===== config.mk =====
export PLATFORM = sky130hd
export DESIGN_NAME = aging_priority_scheduler_top
export DESIGN_NICKNAME = d
export VERILOG_FILES = /design/src/sv/aps_pkg.sv /design/src/sv/aging_priority_scheduler_top.sv /design/src/sv/aps_table.sv /design/src/sv/aps_ctrl.sv
export SDC_FILE = /design/constraint.sdc
export NUM_CORES = 1
export LEC_CHECK = 0
export BUFFER_PORTS_ARGS = -buffer_cell sky130_fd_sc_hd__buf_2
export CAP_MARGIN = 20
export CORE_ASPECT_RATIO = 2
export CORE_MARGIN = 2
export CORE_UTILIZATION = 50
export DETAILED_ROUTE_END_ITERATION = 8
export MAX_ROUTING_LAYER = met4
export PLACE_DENSITY = 0.68
export SYNTH_ARGS = -nofsm -noshare
export SYNTH_HDL_FRONTEND = slang
export SYNTH_SLANG_ARGS = --single-unit

===== constraint.sdc =====
create_clock -name clk -period 5.1 [get_ports clk]
set_clock_uncertainty 0.05 [all_clocks]
set_input_delay 1.02 -clock clk [delete_from_list [all_inputs] [get_ports clk]]
set_output_delay 1.02 -clock clk [all_outputs]
set_load 0.02 [all_outputs]

===== src/sv/aps_pkg.sv =====
// ----------------------------------------------------------------------------
// aps_pkg: shared types and constants of the aging priority scheduler
// Slot table entry layout, table write command and the input and result
// beats that cross the top-level channels.
// ----------------------------------------------------------------------------
`default_nettype none

package aps_pkg;

	localparam int SLOTS   = 8;
	localparam int SLOT_W  = (SLOTS > 1) ? $clog2(SLOTS) : 1;
	localparam int REM_W   = 16;
	localparam int BPRIO_W = 7;
	localparam int PRIO_W  = 8;
	localparam int CNT_W   = 32;

	// Most urgent priority that aging can reach.
	localparam logic signed [PRIO_W-1:0] PRIO_FLOOR = -8'sd128;

	// Input function codes.
	localparam logic FUNC_LOAD = 1'b0;
	localparam logic FUNC_TICK = 1'b1;

	typedef struct packed {
		logic                     func;
		logic [2:0]               slot;
		logic [REM_W-1:0]         run_time;
		logic [BPRIO_W-1:0]       base_priority;
	} in_t;

	typedef struct packed {
		logic                     granted;
		logic [2:0]               granted_slot;
		logic [REM_W-1:0]         remaining_left;
		logic signed [PRIO_W-1:0] priority_used;
		logic                     finished;
		logic                     first_run;
		logic                     switched;
		logic [CNT_W-1:0]         switch_count;
		logic [CNT_W-1:0]         time_now;
		logic                     all_idle;
	} out_t;

	typedef struct packed {
		logic [REM_W-1:0]         rem;
		logic [BPRIO_W-1:0]       iprio;
		logic signed [PRIO_W-1:0] cprio;
		logic                     has_run;
	} entry_t;

	typedef struct packed {
		logic                     we;
		logic [SLOT_W-1:0]        idx;
		entry_t                   data;
	} wr_t;

endpackage

`default_nettype wire


===== src/sv/aging_priority_scheduler_top.sv =====
// ----------------------------------------------------------------------------
// aging_priority_scheduler_top: aging priority task scheduler
// Slot table, scan and update sequencer, and the result output register.
// ----------------------------------------------------------------------------
// The block keeps a table of task slots and takes one input beat at a time.
// A load beat fills one slot, and its result beat follows the write.
// A tick beat walks the table twice through its single read port: one pass
// over all slots finds the runnable slot with the smallest current priority
// (lowest index on a tie) using one comparator, and a second pass over all
// slots grants that slot one time unit and ages every other runnable slot.
// No new input beat is taken until the current beat's result has entered the
// output register. Each beat produces exactly one result beat; that beat sits
// in an output register, so the sequencer only waits on the output side when
// the previous result has not yet been taken.
// ----------------------------------------------------------------------------
`default_nettype none

module aging_priority_scheduler_top (
	input  wire logic          clk,
	input  wire logic          arst_n,
	input  wire logic          in_valid,
	output logic               in_ready,
	input  wire aps_pkg::in_t  in_data,
	output logic               out_valid,
	input  wire logic          out_ready,
	output aps_pkg::out_t      out_data
);
	import aps_pkg::*;

	wr_t               wr;
	logic [SLOT_W-1:0] rd_idx;
	entry_t            rd_entry;
	logic              idle;
	logic              push;
	logic              out_free;
	out_t              res;
	logic              out_valid_q;
	out_t              out_data_q;

	// The result register can take a new beat when it is empty or being drained.
	assign out_free = !out_valid_q || out_ready;

	aps_table u_table (
		.clk      (clk),
		.arst_n   (arst_n),
		.wr       (wr),
		.rd_idx   (rd_idx),
		.rd_entry (rd_entry),
		.idle     (idle)
	);

	aps_ctrl u_ctrl (
		.clk      (clk),
		.arst_n   (arst_n),
		.in_valid (in_valid),
		.in_ready (in_ready),
		.in_data  (in_data),
		.out_free (out_free),
		.push     (push),
		.res      (res),
		.wr       (wr),
		.rd_idx   (rd_idx),
		.rd_entry (rd_entry),
		.idle     (idle)
	);

	// Output register: valid is control state, the payload is loaded on push.
	always_ff @(posedge clk or negedge arst_n) begin
		if (!arst_n) begin
			out_valid_q <= 1'b0;
		end else if (push) begin
			out_valid_q <= 1'b1;
		end else if (out_ready) begin
			out_valid_q <= 1'b0;
		end
	end

	always_ff @(posedge clk) begin
		if (push) begin
			out_data_q <= res;
		end
	end

	assign out_valid = out_valid_q;
	assign out_data  = out_data_q;

endmodule

`default_nettype wire


===== src/sv/aps_table.sv =====
// ----------------------------------------------------------------------------
// aps_table: task slot table
// One entry per slot, one write port and one read port addressed by the
// sequencer, plus an idle flag that is low while any slot has time left.
// ----------------------------------------------------------------------------
`default_nettype none

module aps_table (
	input  wire logic                       clk,
	input  wire logic                       arst_n,
	input  wire aps_pkg::wr_t               wr,
	input  wire logic [aps_pkg::SLOT_W-1:0] rd_idx,
	output aps_pkg::entry_t                 rd_entry,
	output logic                            idle
);
	import aps_pkg::*;

	entry_t entry_q [SLOTS];

	always_ff @(posedge clk or negedge arst_n) begin
		if (!arst_n) begin
			for (int i = 0; i < SLOTS; i++) begin
				entry_q[i] <= '0;
			end
		end else if (wr.we) begin
			entry_q[wr.idx] <= wr.data;
		end
	end

	assign rd_entry = entry_q[rd_idx];

	always_comb begin
		idle = 1'b1;
		for (int i = 0; i < SLOTS; i++) begin
			if (entry_q[i].rem != '0) begin
				idle = 1'b0;
			end
		end
	end

endmodule

`default_nettype wire


===== src/sv/aps_ctrl.sv =====
// ----------------------------------------------------------------------------
// aps_ctrl: scheduler sequencer
// Writes one slot for a load beat. For a tick, walks the slot table once to
// find the most urgent runnable slot with a single comparator, then walks it
// again to grant and age. Every beat builds a result beat.
// ----------------------------------------------------------------------------
`default_nettype none

module aps_ctrl (
	input  wire logic                       clk,
	input  wire logic                       arst_n,
	input  wire logic                       in_valid,
	output logic                            in_ready,
	input  wire aps_pkg::in_t               in_data,
	input  wire logic                       out_free,
	output logic                            push,
	output aps_pkg::out_t                   res,
	output aps_pkg::wr_t                    wr,
	output logic [aps_pkg::SLOT_W-1:0]      rd_idx,
	input  wire aps_pkg::entry_t            rd_entry,
	input  wire logic                       idle
);
	import aps_pkg::*;

	localparam logic [2:0] ST_IDLE = 3'd0;
	localparam logic [2:0] ST_LOAD = 3'd1;
	localparam logic [2:0] ST_SCAN = 3'd2;
	localparam logic [2:0] ST_UPD  = 3'd3;
	localparam logic [2:0] ST_RESP = 3'd4;

	localparam logic [SLOT_W-1:0] LAST_IDX = SLOT_W'(SLOTS - 1);

	logic [2:0]               state_q;
	logic [SLOT_W-1:0]        idx_q;
	in_t                      item_q;
	logic                     best_v_q;
	logic [SLOT_W-1:0]        best_idx_q;
	logic signed [PRIO_W-1:0] best_prio_q;
	logic [SLOT_W-1:0]        last_slot_q;
	logic                     last_valid_q;
	logic [CNT_W-1:0]         tick_q;
	logic [CNT_W-1:0]         sw_q;
	logic [REM_W-1:0]         g_rem_q;
	logic                     g_fin_q;
	logic                     g_first_q;
	logic                     g_sw_q;

	logic                     better;
	logic                     is_best;
	logic [REM_W-1:0]         dec_rem;
	logic                     sw_now;

	// Compare unit for the scan: a runnable candidate beats the best seen so far.
	assign better  = (rd_entry.rem != '0) && (!best_v_q || (rd_entry.cprio < best_prio_q));
	assign is_best = (idx_q == best_idx_q);
	assign dec_rem = rd_entry.rem - REM_W'(1);
	assign sw_now  = last_valid_q && (last_slot_q != best_idx_q);

	assign in_ready = (state_q == ST_IDLE);
	assign rd_idx   = idx_q;
	assign push     = (state_q == ST_RESP) && out_free;

	always_comb begin
		wr = '0;
		unique case (state_q)
			ST_LOAD: begin
				wr.we           = (32'(item_q.slot) < SLOTS);
				wr.idx          = SLOT_W'(item_q.slot);
				wr.data.rem     = item_q.run_time;
				wr.data.iprio   = item_q.base_priority;
				wr.data.cprio   = {1'b0, item_q.base_priority};
				wr.data.has_run = 1'b0;
			end
			ST_UPD: begin
				wr.we   = best_v_q && (rd_entry.rem != '0);
				wr.idx  = idx_q;
				wr.data = rd_entry;
				if (is_best) begin
					wr.data.rem     = dec_rem;
					wr.data.has_run = 1'b1;
					if (dec_rem != '0) begin
						wr.data.cprio = {1'b0, rd_entry.iprio};
					end
				end else if (rd_entry.cprio != PRIO_FLOOR) begin
					wr.data.cprio = rd_entry.cprio - 8'sd1;
				end
			end
			default: begin
				wr = '0;
			end
		endcase
	end

	always_comb begin
		res                = '0;
		res.granted        = best_v_q;
		res.granted_slot   = 3'(best_idx_q);
		res.remaining_left = g_rem_q;
		res.priority_used  = best_prio_q;
		res.finished       = g_fin_q;
		res.first_run      = g_first_q;
		res.switched       = g_sw_q;
		res.switch_count   = sw_q;
		res.time_now       = tick_q;
		res.all_idle       = idle;
	end

	always_ff @(posedge clk or negedge arst_n) begin
		if (!arst_n) begin
			state_q      <= ST_IDLE;
			idx_q        <= '0;
			item_q       <= '0;
			best_v_q     <= 1'b0;
			best_idx_q   <= '0;
			best_prio_q  <= '0;
			last_slot_q  <= '0;
			last_valid_q <= 1'b0;
			tick_q       <= '0;
			sw_q         <= '0;
			g_rem_q      <= '0;
			g_fin_q      <= 1'b0;
			g_first_q    <= 1'b0;
			g_sw_q       <= 1'b0;
		end else begin
			unique case (state_q)
				ST_IDLE: begin
					if (in_valid) begin
						item_q      <= in_data;
						idx_q       <= '0;
						best_v_q    <= 1'b0;
						best_idx_q  <= '0;
						best_prio_q <= '0;
						g_rem_q     <= '0;
						g_fin_q     <= 1'b0;
						g_first_q   <= 1'b0;
						g_sw_q      <= 1'b0;
						state_q     <= (in_data.func == FUNC_LOAD) ? ST_LOAD : ST_SCAN;
					end
				end
				ST_LOAD: begin
					state_q <= ST_RESP;
				end
				ST_SCAN: begin
					if (better) begin
						best_v_q    <= 1'b1;
						best_idx_q  <= idx_q;
						best_prio_q <= rd_entry.cprio;
					end
					if (idx_q == LAST_IDX) begin
						idx_q   <= '0;
						state_q <= ST_UPD;
					end else begin
						idx_q <= idx_q + SLOT_W'(1);
					end
				end
				ST_UPD: begin
					if (best_v_q && is_best) begin
						g_rem_q      <= dec_rem;
						g_fin_q      <= (dec_rem == '0);
						g_first_q    <= !rd_entry.has_run;
						g_sw_q       <= sw_now;
						sw_q         <= sw_q + CNT_W'(sw_now);
						last_slot_q  <= best_idx_q;
						last_valid_q <= 1'b1;
					end
					if (idx_q == LAST_IDX) begin
						idx_q   <= '0;
						state_q <= ST_RESP;
					end else begin
						idx_q <= idx_q + SLOT_W'(1);
					end
				end
				ST_RESP: begin
					if (out_free) begin
						if (item_q.func == FUNC_TICK) begin
							tick_q <= tick_q + CNT_W'(1);
						end
						state_q <= ST_IDLE;
					end
				end
				default: begin
					state_q <= ST_IDLE;
				end
			endcase
		end
	end

`ifndef SYNTHESIS
	a_sw_step: assert property (@(posedge clk) disable iff (!arst_n)
		(sw_q == $past(sw_q)) || (sw_q == $past(sw_q) + 32'd1))
		else $error("switch count moved by more than one");

	a_scan_no_write: assert property (@(posedge clk) disable iff (!arst_n)
		(state_q == ST_SCAN) |-> !wr.we)
		else $error("slot table written during the priority scan");

	a_tick_advance: assert property (@(posedge clk) disable iff (!arst_n)
		(tick_q != $past(tick_q)) |-> $past(push && (item_q.func == FUNC_TICK)))
		else $error("tick count advanced without a tick result");
`endif

endmodule

`default_nettype wire

==> flow_metrics.env <==
export IMPL_place_ws_ps=586
export IMPL_peakVddDrop_mv=0.268
export IMPL_setup_slack_ps=452
export IMPL_n_fill_cell=3430
export IMPL_r2r_cells=9
export IMPL_cts_setup_buffers=0
export IMPL_synth_nets=1885
export IMPL_cts_hold_buffers_added=0
export IMPL_synthTopCellsByArea="dfrtp_1, edfxtp_1, nand2_1, mux4_2, o21ai_0"
export IMPL_clock_fmax_mhz=215
export IMPL_layout_drive_gt1_share_pct=18.2
export IMPL_grt_max_degree=108
export IMPL_power_density_mw_per_mm2=630
export IMPL_cts_tree="done"
export IMPL_postSynth_asyncResetShare_pct=80.2
export IMPL_drc=0
export IMPL_first_pass_iters=7
export IMPL_synth_most_common_cell="dfrtp_1"
export IMPL_rsz0062_at_grt="no"
export IMPL_period_needed_ps=4650
export IMPL_syn_avg_cell_area_um2=11.6
export IMPL_grt_pass1_vias=15105
export IMPL_finalCritPeriodShare_pct=91.1
export IMPL_clkTransAtPathRegs_ps=70
export IMPL_antenna_found_initial=0
export IMPL_tns_ps=0
export IMPL_crit_path_max_fanout=22
export IMPL_cts_resized=0
export IMPL_grt_pass1_wl_um=82600
export IMPL_core_area_mm2=0.0424
export IMPL_nets=2009
export IMPL_crit_type="reg -> reg"
export IMPL_holdPathEnd="out_data[83]"
export IMPL_required_ps=5470
export IMPL_synth_seq_area_share_pct=59.1
export IMPL_synth_area_leader_cell="dfrtp_1"
export IMPL_status="complete, no violations"
export IMPL_finalPower_mw=15.3
export IMPL_setup_viol=0
export IMPL_fp_dieH_um=296
export IMPL_r2r_end="u_table.entry_q[7]"
export IMPL_numCtsBuffers=41
export IMPL_yosysWarnings=0
export IMPL_netlist_area_leader_share_pct=45.6
export IMPL_synth_area_mm2=0.0214
export IMPL_tightest_slew_ps=892
export IMPL_n_antenna_cell=0
export IMPL_end_kind="flip-flop"
export IMPL_die_area_mm2=0.0445
export IMPL_drt_iter0_drc=962
export IMPL_maxSlewViolCount=0
export IMPL_post_dp_hpwl_um=35600
export IMPL_port_buffers=128
export IMPL_grt_overflow=0
export IMPL_htreeDepth=2
export IMPL_cts_buffer_depth=3
export IMPL_hold_viol_final=0
export IMPL_min_path_cells=0
export IMPL_initial_core_util_pct=50.3
export IMPL_vias=14774
export IMPL_design_area_mm2=0.0242
export IMPL_synth_ff_type="dfrtp_1"
export IMPL_ys_types=69
export IMPL_startpoint_type="flip-flop"
export IMPL_place_area_mm2=0.0228
export IMPL_drv_cap=0
export IMPL_hold_class="reg -> reg"
export IMPL_routed_wl_um=51900
export IMPL_synth_edf_count=96
export IMPL_grt_util_all_layers_pct=24.5
export IMPL_finalWeightedCongestion=0.895
export IMPL_min_delay_start="u_ctrl.g_rem_q[7]"
export IMPL_clock_sinks=485
export IMPL_postRouteAntennaNets=0
export IMPL_rows=107
export IMPL_die_w_um=150
export IMPL_vias_per_cell=5.82
export IMPL_clock_latency_ps=550
export IMPL_critPathArrivalTime_ps=5010
export IMPL_ios=129
export IMPL_max_slew_margin_rel_pct=39.9
export IMPL_routedWlPerCell_um=20.5
export IMPL_synth_ff_latch_count=485
export IMPL_synthTopCellsByCount="dfrtp_1, nand2_1, o21ai_0"
export IMPL_root_buffer="clkbuf_16"
export IMPL_reg2reg_slack_ps=450
export IMPL_leakagePower_nw=10.7
export IMPL_areaGrowthSynthToFinish_pct=13.4
export IMPL_r2r_start="u_ctrl.rd_idx[0]"
export IMPL_netlist_instances=1838
## metal layers
| layer | GRT usage [%] | up-vias | wire [um] |
|---|---|---|---|
| met4 | 9.83 | 0 | 2130 |
| met5 | - | - | 0 |
| met2 | 43.8 | 473 | 27900 |
| met1 | 28.2 | 7342 | 19600 |
| li1 | - | 6827 | - |
| met3 | 2.10 | 132 | 2310 |
## kinds of logic (layout without fill, tap and decap cells)
| kind of cell | Yosys count | count (layout) | share of synthesized area, % |
|---|---|---|---|
| muxes | 138 | 138 | 10.6 |
| xor gates and xnor gates | 90 | 90 | 3.69 |
| DFF | 485 | 485 | 59.1 |
| and+or+nand+nor | 618 | 618 | 13.1 |
| adders and majority gates | 16 | 16 | 0.937 |
| AOI/OAI and AO/OA | 367 | 367 | 10.0 |
| buffers and inverters | 124 | 278 | 2.68 |
## report_power, final
group | leakage, nW | switching [mW] | total (mW) | internal [mW]
registers | 6.20 | 0.780 | 5.81 | 5.03
clock network | 0.699 | 1.39 | 3.34 | 1.95
logic | 3.78 | 3.74 | 6.11 | 2.36
total | 10.7 | 5.91 | 15.3 | 9.35
## sequential cells by signal, indices dropped and copies added (netlist names)
name / cells
u_ctrl.last_valid_q: 1
u_ctrl.best_prio_q: 8
u_ctrl.g_first_q: 1
u_ctrl.g_rem_q: 16
u_ctrl.best_idx_q: 3
u_ctrl.g_sw_q: 1
u_ctrl.last_slot_q: 3
out_valid: 1
u_ctrl.best_v_q: 1
u_table.entry_q: 256
u_ctrl.tick_q: 32
u_ctrl.item_q: 27
out_data: 96
u_ctrl.rd_idx: 3
u_ctrl.state_q: 3
u_ctrl.sw_q: 32
u_ctrl.g_fin_q: 1
## through the flow
stage / utilization, % / hold WS (ps) / cells
6_report: 57.1 / 394 / 2537
5_1_grt: 57.1 / 410 / 2537
4_1_cts: 57.1 / 398 / 2536
3_5_place_dp: 53.7 / 382 / 2463
3_3_place_gp: 53.7 / 380 / 2463
2_1_floorplan: - / 367 / 1838
## area by class of cell
cell class                      count  area [um2]  share of cell area [%]
Multi-Input combinational cell   1229        8220                    33.9
Clock inverter                     15         251                    1.04
Clock buffer                       58        1170                    4.83
Inverter                           22        82.6                   0.341
Tap cell                          545         682                    2.81
Timing Repair Buffer              183        1210                    5.00
Sequential cell                   485       12600                    52.1
## critical path: stages (launching register included)
cell,delay [ps]
dfrtp_4,710
mux4_2,550
mux2i_1,630
nand3_1,410
o31ai_1,320
nor4bb_1,300
o2111a_1,640
nor2_1,160
o41ai_4,590
o21ai_1,140
## worst max path at each step
stage | start | endpoint | cells after the start
after detailed placement | u_ctrl.rd_idx[0] | u_table.entry_q[7] | 9
final | u_ctrl.rd_idx[0] | u_table.entry_q[7] | 9
after floorplan | out_ready | out_data[0] | 2
after CTS | u_ctrl.rd_idx[0] | u_table.entry_q[7] | 9
after global routing | u_ctrl.rd_idx[0] | u_table.entry_q[199] | 9
after global placement | u_ctrl.rd_idx[0] | u_table.entry_q[7] | 9
## cells in the final DEF (no fill, tap or decap), types with 42 or more instances in the layout
master,instances
dfrtp_1,388
o21ai_0,224
nor2_1,49
edfxtp_1,96
xnor2_1,61
nand3_1,57
buf_4,42
nand2_1,366
buf_2,127
mux4_2,51
Power figures use the tool's default switching activity.
